$ cat src/tlkl_pkg.sv
`timescale 1ns / 1ps
package tlkl_pkg;

  localparam int MAX_MARKER_BYTES_DEF = 16;
  localparam int OFFSET_BITS_DEF      = 32;

  localparam int CFG_IDX_W    = 2;
  localparam int CFG_DATA_W   = 64;
  localparam int MARKER_LEN_W = 5;
  localparam int OUT_OFS_W    = 32;
  localparam int DEPTH_W      = 16;

  // configuration register indexes
  localparam logic [CFG_IDX_W-1:0] REG_MARKER_LOW  = 2'd0;
  localparam logic [CFG_IDX_W-1:0] REG_MARKER_HIGH = 2'd1;
  localparam logic [CFG_IDX_W-1:0] REG_MARKER_LEN  = 2'd2;

  localparam logic [MARKER_LEN_W-1:0] MARKER_LEN_RST = 5'd1;

  localparam logic signed [DEPTH_W-1:0] DEPTH_MAX = 16'sh7fff;
  localparam logic signed [DEPTH_W-1:0] DEPTH_MIN = -16'sh8000;
  localparam logic signed [DEPTH_W-1:0] DEPTH_ONE = 16'sh0001;

  localparam logic [7:0] CH_LBRACE  = 8'h7b;
  localparam logic [7:0] CH_RBRACE  = 8'h7d;
  localparam logic [7:0] CH_LBRACK  = 8'h5b;
  localparam logic [7:0] CH_RBRACK  = 8'h5d;
  localparam logic [7:0] CH_DQUOTE  = 8'h22;
  localparam logic [7:0] CH_SQUOTE  = 8'h27;
  localparam logic [7:0] CH_BSLASH  = 8'h5c;

endpackage

$ cat src/top_level_key_locator_top.sv
`timescale 1ns / 1ps
// top-level key locator: one text byte per cycle while in_stall is low, scan state updated as the byte is taken
// a result is registered into the output register, or into the skid entry while a stalled result holds it
// throughput: one byte per cycle; a two-entry output buffer (output register plus skid)
// keeps input flowing while a result waits; in_stall rises only when both entries are full
// reset (rst_n low, synchronous): scan state cleared, marker bytes zero, marker length one
module top_level_key_locator_top
  import tlkl_pkg::*;
#(
  parameter int MAX_MARKER_BYTES = MAX_MARKER_BYTES_DEF,
  parameter int OFFSET_BITS      = OFFSET_BITS_DEF
) (
  input  logic                    clk,
  input  logic                    rst_n,
  input  logic                    in_valid,
  output logic                    in_stall,
  input  logic [7:0]              in_text_byte,
  input  logic                    in_slice_last,
  output logic                    out_valid,
  input  logic                    out_stall,
  output logic                    out_found,
  output logic [OUT_OFS_W-1:0]    out_field_offset,
  output logic [OUT_OFS_W-1:0]    out_value_offset,
  input  logic                    cfg_valid,
  output logic                    cfg_ready,
  input  logic [CFG_IDX_W-1:0]    cfg_index,
  input  logic [CFG_DATA_W-1:0]   cfg_data
);

  localparam int IDX_W = (MAX_MARKER_BYTES > 1) ? $clog2(MAX_MARKER_BYTES) : 1;

  logic [CFG_DATA_W-1:0]   marker_lo_r, marker_hi_r;
  logic [MARKER_LEN_W-1:0] marker_len_r;

  logic [OFFSET_BITS-1:0]    pos_r, pos_nxt;
  logic                      in_str_r, in_str_nxt;
  logic                      sq_r, sq_nxt;
  logic                      esc_r, esc_nxt;
  logic signed [DEPTH_W-1:0] brace_r, brace_nxt;
  logic signed [DEPTH_W-1:0] bracket_r, bracket_nxt;
  logic [7:0]                recent_r [MAX_MARKER_BYTES];
  logic [7:0]                recent_nxt [MAX_MARKER_BYTES];
  logic [MAX_MARKER_BYTES-1:0] elig_r, elig_nxt;
  logic                      done_r, done_nxt;

  logic                   out_valid_r, out_valid_nxt;
  logic                   out_found_r, out_found_nxt;
  logic [OUT_OFS_W-1:0]   out_field_r, out_field_nxt;
  logic [OUT_OFS_W-1:0]   out_value_r, out_value_nxt;
  logic                   skid_valid_r, skid_valid_nxt;
  logic                   skid_found_r, skid_found_nxt;
  logic [OUT_OFS_W-1:0]   skid_field_r, skid_field_nxt;
  logic [OUT_OFS_W-1:0]   skid_value_r, skid_value_nxt;

  logic                   acc;
  logic [7:0]             mk [MAX_MARKER_BYTES];
  logic [7:0]             win [MAX_MARKER_BYTES];
  logic [MAX_MARKER_BYTES-1:0] ewin;
  logic [MARKER_LEN_W-1:0] len_c;
  logic                   byte_elig;
  logic                   hit;
  logic                   res_vld, res_found;
  logic [OUT_OFS_W-1:0]   res_field, res_value;
  logic [OFFSET_BITS-1:0] start_pos, end_pos;

  assign acc       = in_valid && !in_stall;
  assign in_stall  = skid_valid_r;
  assign cfg_ready = 1'b1;
  assign out_valid        = out_valid_r;
  assign out_found        = out_found_r;
  assign out_field_offset = out_field_r;
  assign out_value_offset = out_value_r;

  // marker bytes beyond the two registers read as zero
  always_comb begin
    for (int i = 0; i < MAX_MARKER_BYTES; i++) begin
      if (i < 8) begin
        mk[i] = marker_lo_r[8*i +: 8];
      end else if (i < 16) begin
        mk[i] = marker_hi_r[8*(i-8) +: 8];
      end else begin
        mk[i] = 8'h00;
      end
    end
  end

  assign len_c = (32'(marker_len_r) > MAX_MARKER_BYTES) ? MARKER_LEN_W'(MAX_MARKER_BYTES)
                                                         : marker_len_r;

  // byte classification outside strings: only plain bytes at top level may start the marker
  assign byte_elig = !in_str_r && (in_text_byte != CH_DQUOTE) && (in_text_byte != CH_SQUOTE)
                     && (in_text_byte != CH_LBRACE) && (in_text_byte != CH_RBRACE)
                     && (in_text_byte != CH_LBRACK) && (in_text_byte != CH_RBRACK)
                     && (brace_r == DEPTH_ONE) && (bracket_r == '0);

  // window after shifting in the current byte, index 0 newest
  always_comb begin
    win[0]  = in_text_byte;
    ewin[0] = byte_elig;
    for (int k = 1; k < MAX_MARKER_BYTES; k++) begin
      win[k]  = recent_r[k-1];
      ewin[k] = elig_r[k-1];
    end
  end

  always_comb begin
    logic [6:0] sel;
    logic [6:0] k;
    logic       same;
    sel  = 7'(len_c) - 7'd1;
    same = 1'b1;
    for (int j = 0; j < MAX_MARKER_BYTES; j++) begin
      k = sel - 7'(j);
      if (7'(j) < 7'(len_c)) begin
        if (win[j] != mk[k[IDX_W-1:0]]) begin
          same = 1'b0;
        end
      end
    end
    hit = (len_c != '0) && ewin[sel[IDX_W-1:0]] && same;
  end

  assign start_pos = pos_r - OFFSET_BITS'(len_c - MARKER_LEN_W'(1));
  assign end_pos   = start_pos + OFFSET_BITS'(len_c);

  always_comb begin
    pos_nxt     = pos_r;
    in_str_nxt  = in_str_r;
    sq_nxt      = sq_r;
    esc_nxt     = esc_r;
    brace_nxt   = brace_r;
    bracket_nxt = bracket_r;
    recent_nxt  = recent_r;
    elig_nxt    = elig_r;
    done_nxt    = done_r;
    res_vld     = 1'b0;
    res_found   = 1'b0;
    res_field   = '0;
    res_value   = '0;

    if (acc && !done_r) begin
      if (in_str_r) begin
        if (esc_r) begin
          esc_nxt = 1'b0;
        end else if (in_text_byte == CH_BSLASH) begin
          esc_nxt = 1'b1;
        end else if (in_text_byte == (sq_r ? CH_SQUOTE : CH_DQUOTE)) begin
          in_str_nxt = 1'b0;
        end
      end else if (in_text_byte == CH_DQUOTE || in_text_byte == CH_SQUOTE) begin
        in_str_nxt = 1'b1;
        sq_nxt     = (in_text_byte == CH_SQUOTE);
      end else if (in_text_byte == CH_LBRACE) begin
        if (brace_r != DEPTH_MAX) brace_nxt = brace_r + DEPTH_ONE;
      end else if (in_text_byte == CH_RBRACE) begin
        if (brace_r != DEPTH_MIN) brace_nxt = brace_r - DEPTH_ONE;
      end else if (in_text_byte == CH_LBRACK) begin
        if (bracket_r != DEPTH_MAX) bracket_nxt = bracket_r + DEPTH_ONE;
      end else if (in_text_byte == CH_RBRACK) begin
        if (bracket_r != DEPTH_MIN) bracket_nxt = bracket_r - DEPTH_ONE;
      end

      recent_nxt = win;
      elig_nxt   = ewin;
      pos_nxt    = pos_r + OFFSET_BITS'(1);

      if (hit) begin
        done_nxt  = 1'b1;
        res_vld   = 1'b1;
        res_found = 1'b1;
        res_field = OUT_OFS_W'(start_pos);
        res_value = OUT_OFS_W'(end_pos);
      end else if (in_slice_last) begin
        // slice ended with no match: report not found
        res_vld = 1'b1;
      end
    end

    // slice end returns scan state to its start
    if (acc && in_slice_last) begin
      pos_nxt     = '0;
      in_str_nxt  = 1'b0;
      sq_nxt      = 1'b0;
      esc_nxt     = 1'b0;
      brace_nxt   = '0;
      bracket_nxt = '0;
      elig_nxt    = '0;
      done_nxt    = 1'b0;
    end
  end

  // output register plus skid entry
  always_comb begin
    out_valid_nxt  = out_valid_r;
    out_found_nxt  = out_found_r;
    out_field_nxt  = out_field_r;
    out_value_nxt  = out_value_r;
    skid_valid_nxt = skid_valid_r;
    skid_found_nxt = skid_found_r;
    skid_field_nxt = skid_field_r;
    skid_value_nxt = skid_value_r;
    if (!out_valid_r || !out_stall) begin
      out_valid_nxt  = skid_valid_r || res_vld;
      out_found_nxt  = skid_valid_r ? skid_found_r : res_found;
      out_field_nxt  = skid_valid_r ? skid_field_r : res_field;
      out_value_nxt  = skid_valid_r ? skid_value_r : res_value;
      skid_valid_nxt = 1'b0;
    end else if (res_vld) begin
      skid_valid_nxt = 1'b1;
      skid_found_nxt = res_found;
      skid_field_nxt = res_field;
      skid_value_nxt = res_value;
    end
  end

  always_ff @(posedge clk) begin
    if (!rst_n) begin
      marker_lo_r  <= '0;
      marker_hi_r  <= '0;
      marker_len_r <= MARKER_LEN_RST;
      pos_r        <= '0;
      in_str_r     <= 1'b0;
      sq_r         <= 1'b0;
      esc_r        <= 1'b0;
      brace_r      <= '0;
      bracket_r    <= '0;
      elig_r       <= '0;
      done_r       <= 1'b0;
      out_valid_r  <= 1'b0;
      skid_valid_r <= 1'b0;
    end else begin
      if (cfg_valid && cfg_ready) begin
        unique case (cfg_index)
          REG_MARKER_LOW:  marker_lo_r  <= cfg_data;
          REG_MARKER_HIGH: marker_hi_r  <= cfg_data;
          REG_MARKER_LEN:  marker_len_r <= cfg_data[MARKER_LEN_W-1:0];
          default: ;
        endcase
      end
      pos_r        <= pos_nxt;
      in_str_r     <= in_str_nxt;
      sq_r         <= sq_nxt;
      esc_r        <= esc_nxt;
      brace_r      <= brace_nxt;
      bracket_r    <= bracket_nxt;
      elig_r       <= elig_nxt;
      done_r       <= done_nxt;
      out_valid_r  <= out_valid_nxt;
      skid_valid_r <= skid_valid_nxt;
    end
  end

  // payload registers, no reset needed
  always_ff @(posedge clk) begin
    recent_r     <= recent_nxt;
    out_found_r  <= out_found_nxt;
    out_field_r  <= out_field_nxt;
    out_value_r  <= out_value_nxt;
    skid_found_r <= skid_found_nxt;
    skid_field_r <= skid_field_nxt;
    skid_value_r <= skid_value_nxt;
  end

endmodule

$ cat config.mk
export PLATFORM = sky130hd
export DESIGN_NAME = top_level_key_locator_top
export DESIGN_NICKNAME = d
export VERILOG_FILES = /design/src/tlkl_pkg.sv /design/src/top_level_key_locator_top.sv
export SDC_FILE = /design/constraint.sdc
export NUM_CORES = 1
export LEC_CHECK = 0
export BUFFER_PORTS_ARGS = -buffer_cell sky130_fd_sc_hd__buf_2
export CORE_MARGIN = 4
export CORE_UTILIZATION = 60
export DETAILED_ROUTE_END_ITERATION = 8
export GPL_ROUTABILITY_DRIVEN = 0
export PLACE_DENSITY = 0.77
export SYNTH_ARGS = -nofsm -noshare
export SYNTH_HDL_FRONTEND = slang
export SYNTH_SLANG_ARGS = --single-unit
$ cat constraint.sdc
create_clock -name clk -period 12.7 [get_ports clk]
set_input_delay 3.81 -clock clk [delete_from_list [all_inputs] [get_ports clk]]
set_output_delay 3.81 -clock clk [all_outputs]
set_load 0.01 [all_outputs]
==> metrics.md, run 1 <==
| Metric | Value |
|---|---|
| Outcome | `completed` |
| Cells along the critical path | `inv_2 > nand2_2 > ha_1 > xnor2_4 > buf_4 > ha_1 > inv_1 > mux4_2 > mux2i_1 > xnor2_1 > nand4_1 > nor4_1 > a32oi_1 > nor4_1 > nand3b_1 > buf_4 > a21oi_4 > buf_4` |
| RSZ-0062 raised after global routing | `false` |
| Crit path buffers/inverters | `5` |
| Half-perimeter wire length after placement | `61,800 um` |
| Gate power share | `18.5%` |
| CTS resizes | `0` |
| Worst Hold Class | `register to register` |
| Post-synthesis cell type count | `94` |
| Syn Nets | `3,011` |
| Rows | `80` |
| Slowest stage delay, CP | `0.94 ns` |
| DRT Pass-1 Iters | `9` |
| Worst Hold End | `elig_r[14]$_SDFFE_PP0P_` |
| Yosys synthesis warning count | `0` |
| CP dominant cell by count | `buf_4` |
| Slew Limit Headroom | `2.73%` |
| Fin worst setup slack | `4.36 ns` |
| Critical-path maximum fanout | `69` |
| Tcrit/Tclk final | `65.7%` |
| Via Count | `24.3k` |
| Critical Path Sink Type | `register` |
| Initial core utilization | `61.1%` |
| Layout area overhead | `9.34%` |
| Routed Antenna Nets | `0` |
| Routed length per instance | `24.1 um` |
| Pre-CTS setup slack | `4.28 ns` |
| Core box area | `48,000 um2` |
| Register area share after synthesis | `40.4%` |
| Sum Neg Setup Slack | `0 ns` |
| Post-Route WL | `86,000 um` |
| Peak VDD IR | `0.104 mV` |
| Post-Syn Area | `29,400 um2` |
| Chip width | `229 um` |
| Largest net degree at the start of global routing | `77` |
| DR DRC count | `0` |
| Max-cap violations | `0` |
| Pwr/cell area | `123 nW/um2` |
| Antenna violations before repair | `2` |
| Share of cells above drive strength 1 | `16.1%` |
| Placed cell count | `3,472` |
| Clock Path Buffers | `3` |
| Maximum clock rate | `120 MHz` |
| CTS clk-pin slew, worst paths | `0.06 ns` |
| CTS tree | `yes` |
| All-layer global routing usage | `32.0%` |
| CP Class | `register to register` |
| Setup Buffers After CTS | `0` |
| Pin slew with the least headroom to its limit | `1.44 ns` |
| Crit path max-delay family | `buffers and inverters` |
| Int Power | `2.81 mW` |
| Design area | `32,100 um2` |
| Chip Height | `229 um` |
| Sequential cell area | `11,900 um2` |
| Final Util | `66.8%` |
| Hold buffer count at CTS | `0` |
| Critical R2R Launch | `marker_len_r[4]$_SDFFE_PN0P_` |
| Synth area leader | `edfxtp_1` |
| CTS sink cnt | `468` |
| Post-synthesis register bit count | `468` |
| H-tree levels | `2` |
| Syn Inst Count | `2,863` |
| FF-to-FF path depth | `18` |
| Worst hold path cell count | `2` |
| Share of the synthesized area in the top cell type | `25.6%` |
| Layout fillers | `3,620` |
| Slowest-stage cell, CP | `dfxtp_1` |
| Switch share | `29.0%` |
| Placed inst area | `30,400 um2` |
| Hold path start | `elig_r[14]$_SDFFE_PP0P_` |
| Worst-Skew Late Latency | `0.64 ns` |
| Grt ovf | `0` |
| First-pass GRT wire length | `134,000 um` |
| Cell leakage power | `11.9 nW` |
| Hold Vio Cnt, Final | `0` |
| Clk_skew | `0.0371 ns` |
| Number of port buffers | `146` |
| R2R Setup Slk | `4.36 ns` |
| Die area | `52,500 um2` |
| Seq pwr share | `42.9%` |
| Cts bufs inserted | `49` |
| Setup-failing EPs final | `0` |
| Area of the multi-input gates | `16,600 um2` |
| Required time worst endpoint | `12.96 ns` |
| Max-slew violations | `0` |
| FF-to-FF End | `skid_value_r[6]$_DFFE_PP_` |
| Root buf cell | `clkbuf_16` |
| Startpoint class of the critical path | `register` |
| Vias/cell | `6.83` |
| Final Non-Filler Cells | `3,564` |
| Crit path time final | `8.34 ns` |
| # nets final | `3,056` |
| Switching pwr | `1.15 mW` |
| Post-synth EDFFs | `250` |
| Average cell area after synthesis | `10.3 um2` |
| Share of flip-flops with an asynchronous set or reset | `0%` |
| Data arrival, critical path | `8.60 ns` |
| Vias in the first global route | `22.8k` |
| Ys flop type | `edfxtp_1` |
| Initial drt markers | `3,795` |
| # IOs | `148` |
| Clock share of power | `38.7%` |
| Area contributors post-synth | `edfxtp_1 26%, dfxtp_1 15%, mux4_2 13%` |
| Antenna cell count | `0` |
## power by group through the flow
stage	Combinational (mW)	Clock, mW	Sequential (mW)
floorplan	0.524	0	1.71
finish	0.732	1.53	1.70
detailed placement	0.710	0	1.72
global placement	0.690	0	1.72
global route	0.777	1.61	1.70
CTS	0.714	1.54	1.69
## state kept, by name (all words and copies together), names as in the netlist
signal / cells
brace_r: 16
bracket_r: 16
done_r: 1
elig_r: 15
esc_r: 1
in_stall: 1
in_str_r: 1
marker_hi_r: 64
marker_len_r: 5
marker_lo_r: 64
out_field_offset: 32
out_found: 1
out_valid: 1
out_value_offset: 32
pos_r: 32
recent_r: 120
skid_field_r: 32
skid_found_r: 1
skid_value_r: 32
sq_r: 1
## kinds of logic after synthesis
family / after synthesis / synth area share [%]
buffers and inverters: 226 / 3.19
flip-flops: 468 / 40.4
multiplexers: 383 / 20.3
adder cells (fa/ha/maj): 69 / 2.98
other: 1 / 0.0128
AND/OR/NAND/NOR: 939 / 14.5
AO/OA/AOI/OAI: 543 / 11.5
XOR/XNOR: 234 / 7.10
## cells in the final DEF (no fill, tap or decap), types with 34 or more instances in the layout
cell type and count:
edfxtp_1 250, nand3_1 76, mux2i_1 208, inv_1 34, dfxtp_1 216, nor2_1 199
buf_2 146, xnor2_1 111, nor3_1 35, mux4_2 170, a21oi_1 238, nand2_1 449
xor2_1 118, ha_1 65, clkbuf_16 49, o21ai_0 91
## synthesized netlist by cell type (all sizes together), types with 28 or more instances
master and n:
inv 42, xor2 118, nand2 452, a21oi 239, ha 66, nor3 37, nand4 29, nand3 76
dfxtp 218, clkbuf 111, mux2i 208, o21ai 105, edfxtp 250, buf 70, nor2 201, mux4 170
a21o 28, xnor2 116
## worst reg2reg max path, cell delays in order (launching register included)
cell,delay [ns]
dfxtp_1,0.94
inv_2,0.42
nand2_2,0.49
ha_1,0.50
xnor2_4,0.16
buf_4,0.39
ha_1,0.83
inv_1,0.72
mux4_2,0.68
mux2i_1,0.21
xnor2_1,0.17
nand4_1,0.19
nor4_1,0.30
a32oi_1,0.15
nor4_1,0.45
nand3b_1,0.13
buf_4,0.33
a21oi_4,0.20
buf_4,0.66
## area by class of cell
type / instances / area share (%)
clock buffers: 61 / 3.99
clock inverters: 31 / 1.37
inverters: 45 / 0.558
multi-input cells: 2169 / 51.7
flip-flops and latches: 468 / 37.0
well taps: 615 / 2.40
repair buffers: 175 / 2.96
## metrics by stage
| step | hold slack, ns | power [mW] |
|---|---|---|
| after detailed placement | 0.449 | 2.43 |
| after global placement | 0.439 | 2.41 |
| after global routing | 0.476 | 4.09 |
| after CTS | 0.447 | 3.95 |
| after floorplan | 0.432 | 2.23 |
| final | 0.458 | 3.96 |
## layer usage
layer / global-route usage (%) / part of all wire, %
met1: 45.9 / 39
met4: 10.8 / 3.9
met3: 11.7 / 15
met5: 0 / 0.027
met2: 45.1 / 42
## how the worst max path moves through the flow
| stage | startpoint | cells after the start | slack (ns) | endpoint |
|---|---|---|---|---|
| after global routing | marker_len_r[4]$_SDFFE_PN0P_ | 18 | 3.78 | skid_value_r[6]$_DFFE_PP_ |
| after floorplan | in_text_byte[2] | 14 | 2.94 | skid_field_r[0]$_DFFE_PP_ |
| after global placement | in_text_byte[7] | 18 | 4.50 | bracket_r[13]$_SDFFE_PP0P_ |
| after detailed placement | in_text_byte[7] | 18 | 4.28 | bracket_r[13]$_SDFFE_PP0P_ |
| final | marker_len_r[4]$_SDFFE_PN0P_ | 18 | 4.36 | skid_value_r[6]$_DFFE_PP_ |
| after CTS | marker_len_r[4]$_SDFFE_PN0P_ | 18 | 4.51 | skid_value_r[20]$_DFFE_PP_ |
No activity file was read; power rests on OpenSTA's default activity.
==> inputs of run 2 (changes only) <==
--- a/config.mk
+++ b/config.mk
@@ -7,7 +7,7 @@
 export LEC_CHECK = 0
 export BUFFER_PORTS_ARGS = -buffer_cell sky130_fd_sc_hd__buf_2
 export CORE_MARGIN = 4
-export CORE_UTILIZATION = 60
+export CORE_UTILIZATION = 57
 export DETAILED_ROUTE_END_ITERATION = 8
 export GPL_ROUTABILITY_DRIVEN = 0
 export PLACE_DENSITY = 0.77
==> constraint.sdc (replaced) <==
create_clock -name clk -period 6.9 [get_ports clk]
set_input_delay 2.07 -clock clk [delete_from_list [all_inputs] [get_ports clk]]
set_output_delay 2.07 -clock clk [all_outputs]
set_load 0.01 [all_outputs]
==> run 2 against run 1 <==
  * The flow now finishes with violations (max-capacitance violations, max-slew violations)
  * First-iteration DRC count decreased by 0.79%
  * Die area increased by 5.1%
  * Wire length increased by 0.67%
  * Core utilization decreased by 2.6 points
  * Clock skew decreased by 0.014 ns
  * Critical endpoint is now skid_value_r[30]$_DFFE_PP_
  * Largest cell class unchanged
==> metrics.md, run 2 (synthesis gave the netlist of run 1 again) <==
| Metric | Value |
|---|---|
| Outcome | `complete, but fails checks` |
| Failing checks | `max-capacitance violations, max-slew violations` |
| Share of cells above drive strength 1 | `17.4% (+1.2 points)` |
| Sequential cell area | `11,900 um2 (about the same)` |
| Core box area | `50,600 um2 (+5.3%)` |
| Biggest regs | `recent_r x120, marker_hi_r x64, marker_lo_r x64` |
| Worst hold path cell count | `2 (unchanged)` |
| Crit path time final | `6.28 ns (-2.06 ns)` |
| Slew Limit Headroom | `-8.43% (-11 points)` |
| CTS clk-pin slew, worst paths | `0.07 ns (about the same)` |
| DR DRC count | `0 (unchanged)` |
| H-tree levels | `2 (unchanged)` |
| Number of port buffers | `146 (unchanged)` |
| Worst Hold End | `elig_r[7]$_SDFFE_PP0P_` |
| Final Util | `64.2% (-2.6 points)` |
| Worst-Skew Late Latency | `0.63 ns (about the same)` |
| Design area | `32,500 um2 (+1.2%)` |
| GR met3 Demand/Resource | `9.63% (-2.1 points)` |
| Vias/cell | `6.68 (-2.3%)` |
| CTS resizes | `0 (unchanged)` |
| Pre-CTS setup slack | `0.572 ns (-3.71 ns)` |
| RSZ-0062 raised after global routing | `false` |
| Largest net degree at the start of global routing | `98 (+27%)` |
| Data arrival, critical path | `6.60 ns (-2.00 ns)` |
| Post-Route WL | `86,600 um (+0.67%)` |
| Largest register FFs | `120 (unchanged)` |
| Area of the multi-input gates | `16,700 um2 (+0.45%)` |
| Chip Height | `235 um (+2.5%)` |
| Pwr/cell area | `226 nW/um2 (+83%)` |
| Cells along the critical path | `buf_4 > buf_4 > mux2i_1 > a222oi_1 > inv_1 > o41ai_1 > xor2_1 > nor4_1 > a211oi_1 > a21oi_1 > o2111ai_1 > nor4_1 > nand3b_1 > a21oi_4 > buf_12` |
| First-pass GRT wire length | `132,000 um (-0.86%)` |
| Startpoint class of the critical path | `register` |
| Routed Antenna Nets | `0 (unchanged)` |
| # IOs | `148 (unchanged)` |
| Switch share | `29.6% (+0.57 points)` |
| Hold path start | `elig_r[6]$_SDFFE_PP0P_` |
| Setup Buffers After CTS | `0 (unchanged)` |
| Int Power | `5.16 mW (+84%)` |
| Register bank with the most flops | `recent_r` |
| Clk_skew | `0.0230 ns (-0.0140 ns)` |
| Layout area overhead | `10.6%` |
| Required time worst endpoint | `7.23 ns (-5.73 ns)` |
| Antenna violations before repair | `0 (-2)` |
| FF-to-FF path depth | `15 (-3)` |
| CTS tree | `yes` |
| Rows | `82 (+2.5%)` |
| Hold buffer count at CTS | `0 (unchanged)` |
| Maximum clock rate | `159 MHz (+33%)` |
| Hold Vio Cnt, Final | `0 (unchanged)` |
| Grt met2 use | `43.2% (-1.9 points)` |
| Vias in the first global route | `22.7k (-0.25%)` |
| Fin worst setup slack | `0.622 ns (-3.74 ns)` |
| Gate power share | `19.0% (+0.5 points)` |
| Half-perimeter wire length after placement | `62,600 um (+1.2%)` |
| Gr busiest metal | `met2` |
| Die area | `55,200 um2 (+5.1%)` |
| Chip width | `235 um (+2.5%)` |
| Placed inst area | `30,800 um2 (+1.3%)` |
| Tcrit/Tclk final | `91.0% (+25 points)` |
| Switching pwr | `2.17 mW (+89%)` |
| Routed length per instance | `23.7 um (-1.6%)` |
| CTS sink cnt | `468 (unchanged)` |
| Layout fillers | `3,862 (+6.7%)` |
| Pin slew with the least headroom to its limit | `1.62 ns (+0.180 ns)` |
| Most frequent cells in the layout | `449 x nand2_1, 250 x edfxtp_1, 238 x a21oi_1, 215 x dfxtp_1, 208 x mux2i_1` |
| Grt ovf | `0 (unchanged)` |
| Seq pwr share | `42.5% (-0.4 points)` |
| Max-cap violations | `1 (+1)` |
| Critical-path maximum fanout | `54 (-22%)` |
| Cell leakage power | `12.1 nW (+1.4%)` |
| Via Count | `24.3k (+0.012%)` |
| Initial core utilization | `58.0% (-3.1 points)` |
| Sum Neg Setup Slack | `0 ns (unchanged)` |
| Crit path max-delay family | `compound AO/OA/AOI/OAI gates` |
| Peak VDD IR | `0.215 mV (+110%)` |
| Clock Path Buffers | `3 (unchanged)` |
| Max-slew violations | `11 (+11)` |
| FF-to-FF End | `skid_value_r[30]$_DFFE_PP_` |
| Root buf cell | `clkbuf_16` |
| DRT Pass-1 Iters | `6 (-3)` |
| Most common cell after layout, fill and taps aside | `nand2_1` |
| Critical R2R Launch | `marker_len_r[1]$_SDFFE_PN0P_` |
| Slowest stage delay, CP | `1.09 ns (+0.15 ns)` |
| Met1 usage | `41.6% (-4.4 points)` |
| Worst hold margin | `0.467 ns (+0.00971 ns)` |
| Setup-failing EPs final | `0 (unchanged)` |
| Clock share of power | `38.5% (-0.2 points)` |
| All-layer global routing usage | `30.0% (-2.0 points)` |
| Critical Path Sink Type | `register` |
| CP Class | `register to register` |
| R2R Setup Slk | `0.62 ns (-3.74 ns)` |
| Slowest-stage cell, CP | `o41ai_1` |
| # nets final | `3,082 (+0.85%)` |
| Initial drt markers | `3,765 (-0.79%)` |
| Crit path buffers/inverters | `4 (-1)` |
| Cts bufs inserted | `49 (unchanged)` |
| Worst Hold Class | `register to register` |
-- run 2: layer usage --
metal,vias up,wire (um),part of all wire [%]
li1,10766,-,-
met4,0,4590,5.3
met5,-,0,0
met1,11667,33300,38
met2,1640,36700,42
met3,272,12000,14
-- run 2: worst max-delay path by stage --
stage	from	endpoint	slack, ns	cells past startpoint
after floorplan	marker_len_r[0]$_SDFFE_PN1P_	skid_field_r[0]$_DFFE_PP_	-1.65	26
final	marker_len_r[1]$_SDFFE_PN0P_	skid_value_r[30]$_DFFE_PP_	0.62	15
after global routing	marker_len_r[4]$_SDFFE_PN0P_	out_value_offset[29]$_DFFE_PP_	0.29	21
after CTS	marker_len_r[4]$_SDFFE_PN0P_	out_value_offset[29]$_DFFE_PP_	0.74	21
after global placement	in_text_byte[7]	bracket_r[13]$_SDFFE_PP0P_	0.69	19
after detailed placement	in_text_byte[7]	bracket_r[13]$_SDFFE_PP0P_	0.57	19
-- run 2: area by class of cell --
class	instances	share of cell area, %
Multi-Input combinational cell	2169	51.3
Sequential cell	468	36.6
Clock buffer	61	4.28
Timing Repair Buffer	201	3.64
Tap cell	672	2.59
Clock inverter	30	1.01
Inverter	45	0.570
Antenna cell	1	0.00771
-- run 2: tightest hold or removal path, delay by kind of cell, from the launching register on --
kind	cells	cell delay [ns]
DFF	1	0.32
and+or+nand+nor	1	0.06
AOI/OAI and AO/OA	1	0.05
-- run 2: per-stage QoR --
stage | power (mW) | cells
after detailed placement | 4.52 | 3555
final | 7.33 | 3647
after global routing | 7.54 | 3646
after floorplan | 4.13 | 2863
after CTS | 7.31 | 3646
after global placement | 4.48 | 3555
-- run 2: power by group through the flow --
| stage | logic [mW] | clock network, mW | registers, mW |
|---|---|---|---|
| final | 1.39 | 2.82 | 3.12 |
| after global routing | 1.47 | 2.95 | 3.12 |
| after CTS | 1.36 | 2.84 | 3.11 |
| after detailed placement | 1.35 | 0 | 3.17 |
| after global placement | 1.32 | 0 | 3.16 |
| after floorplan | 0.990 | 0 | 3.14 |
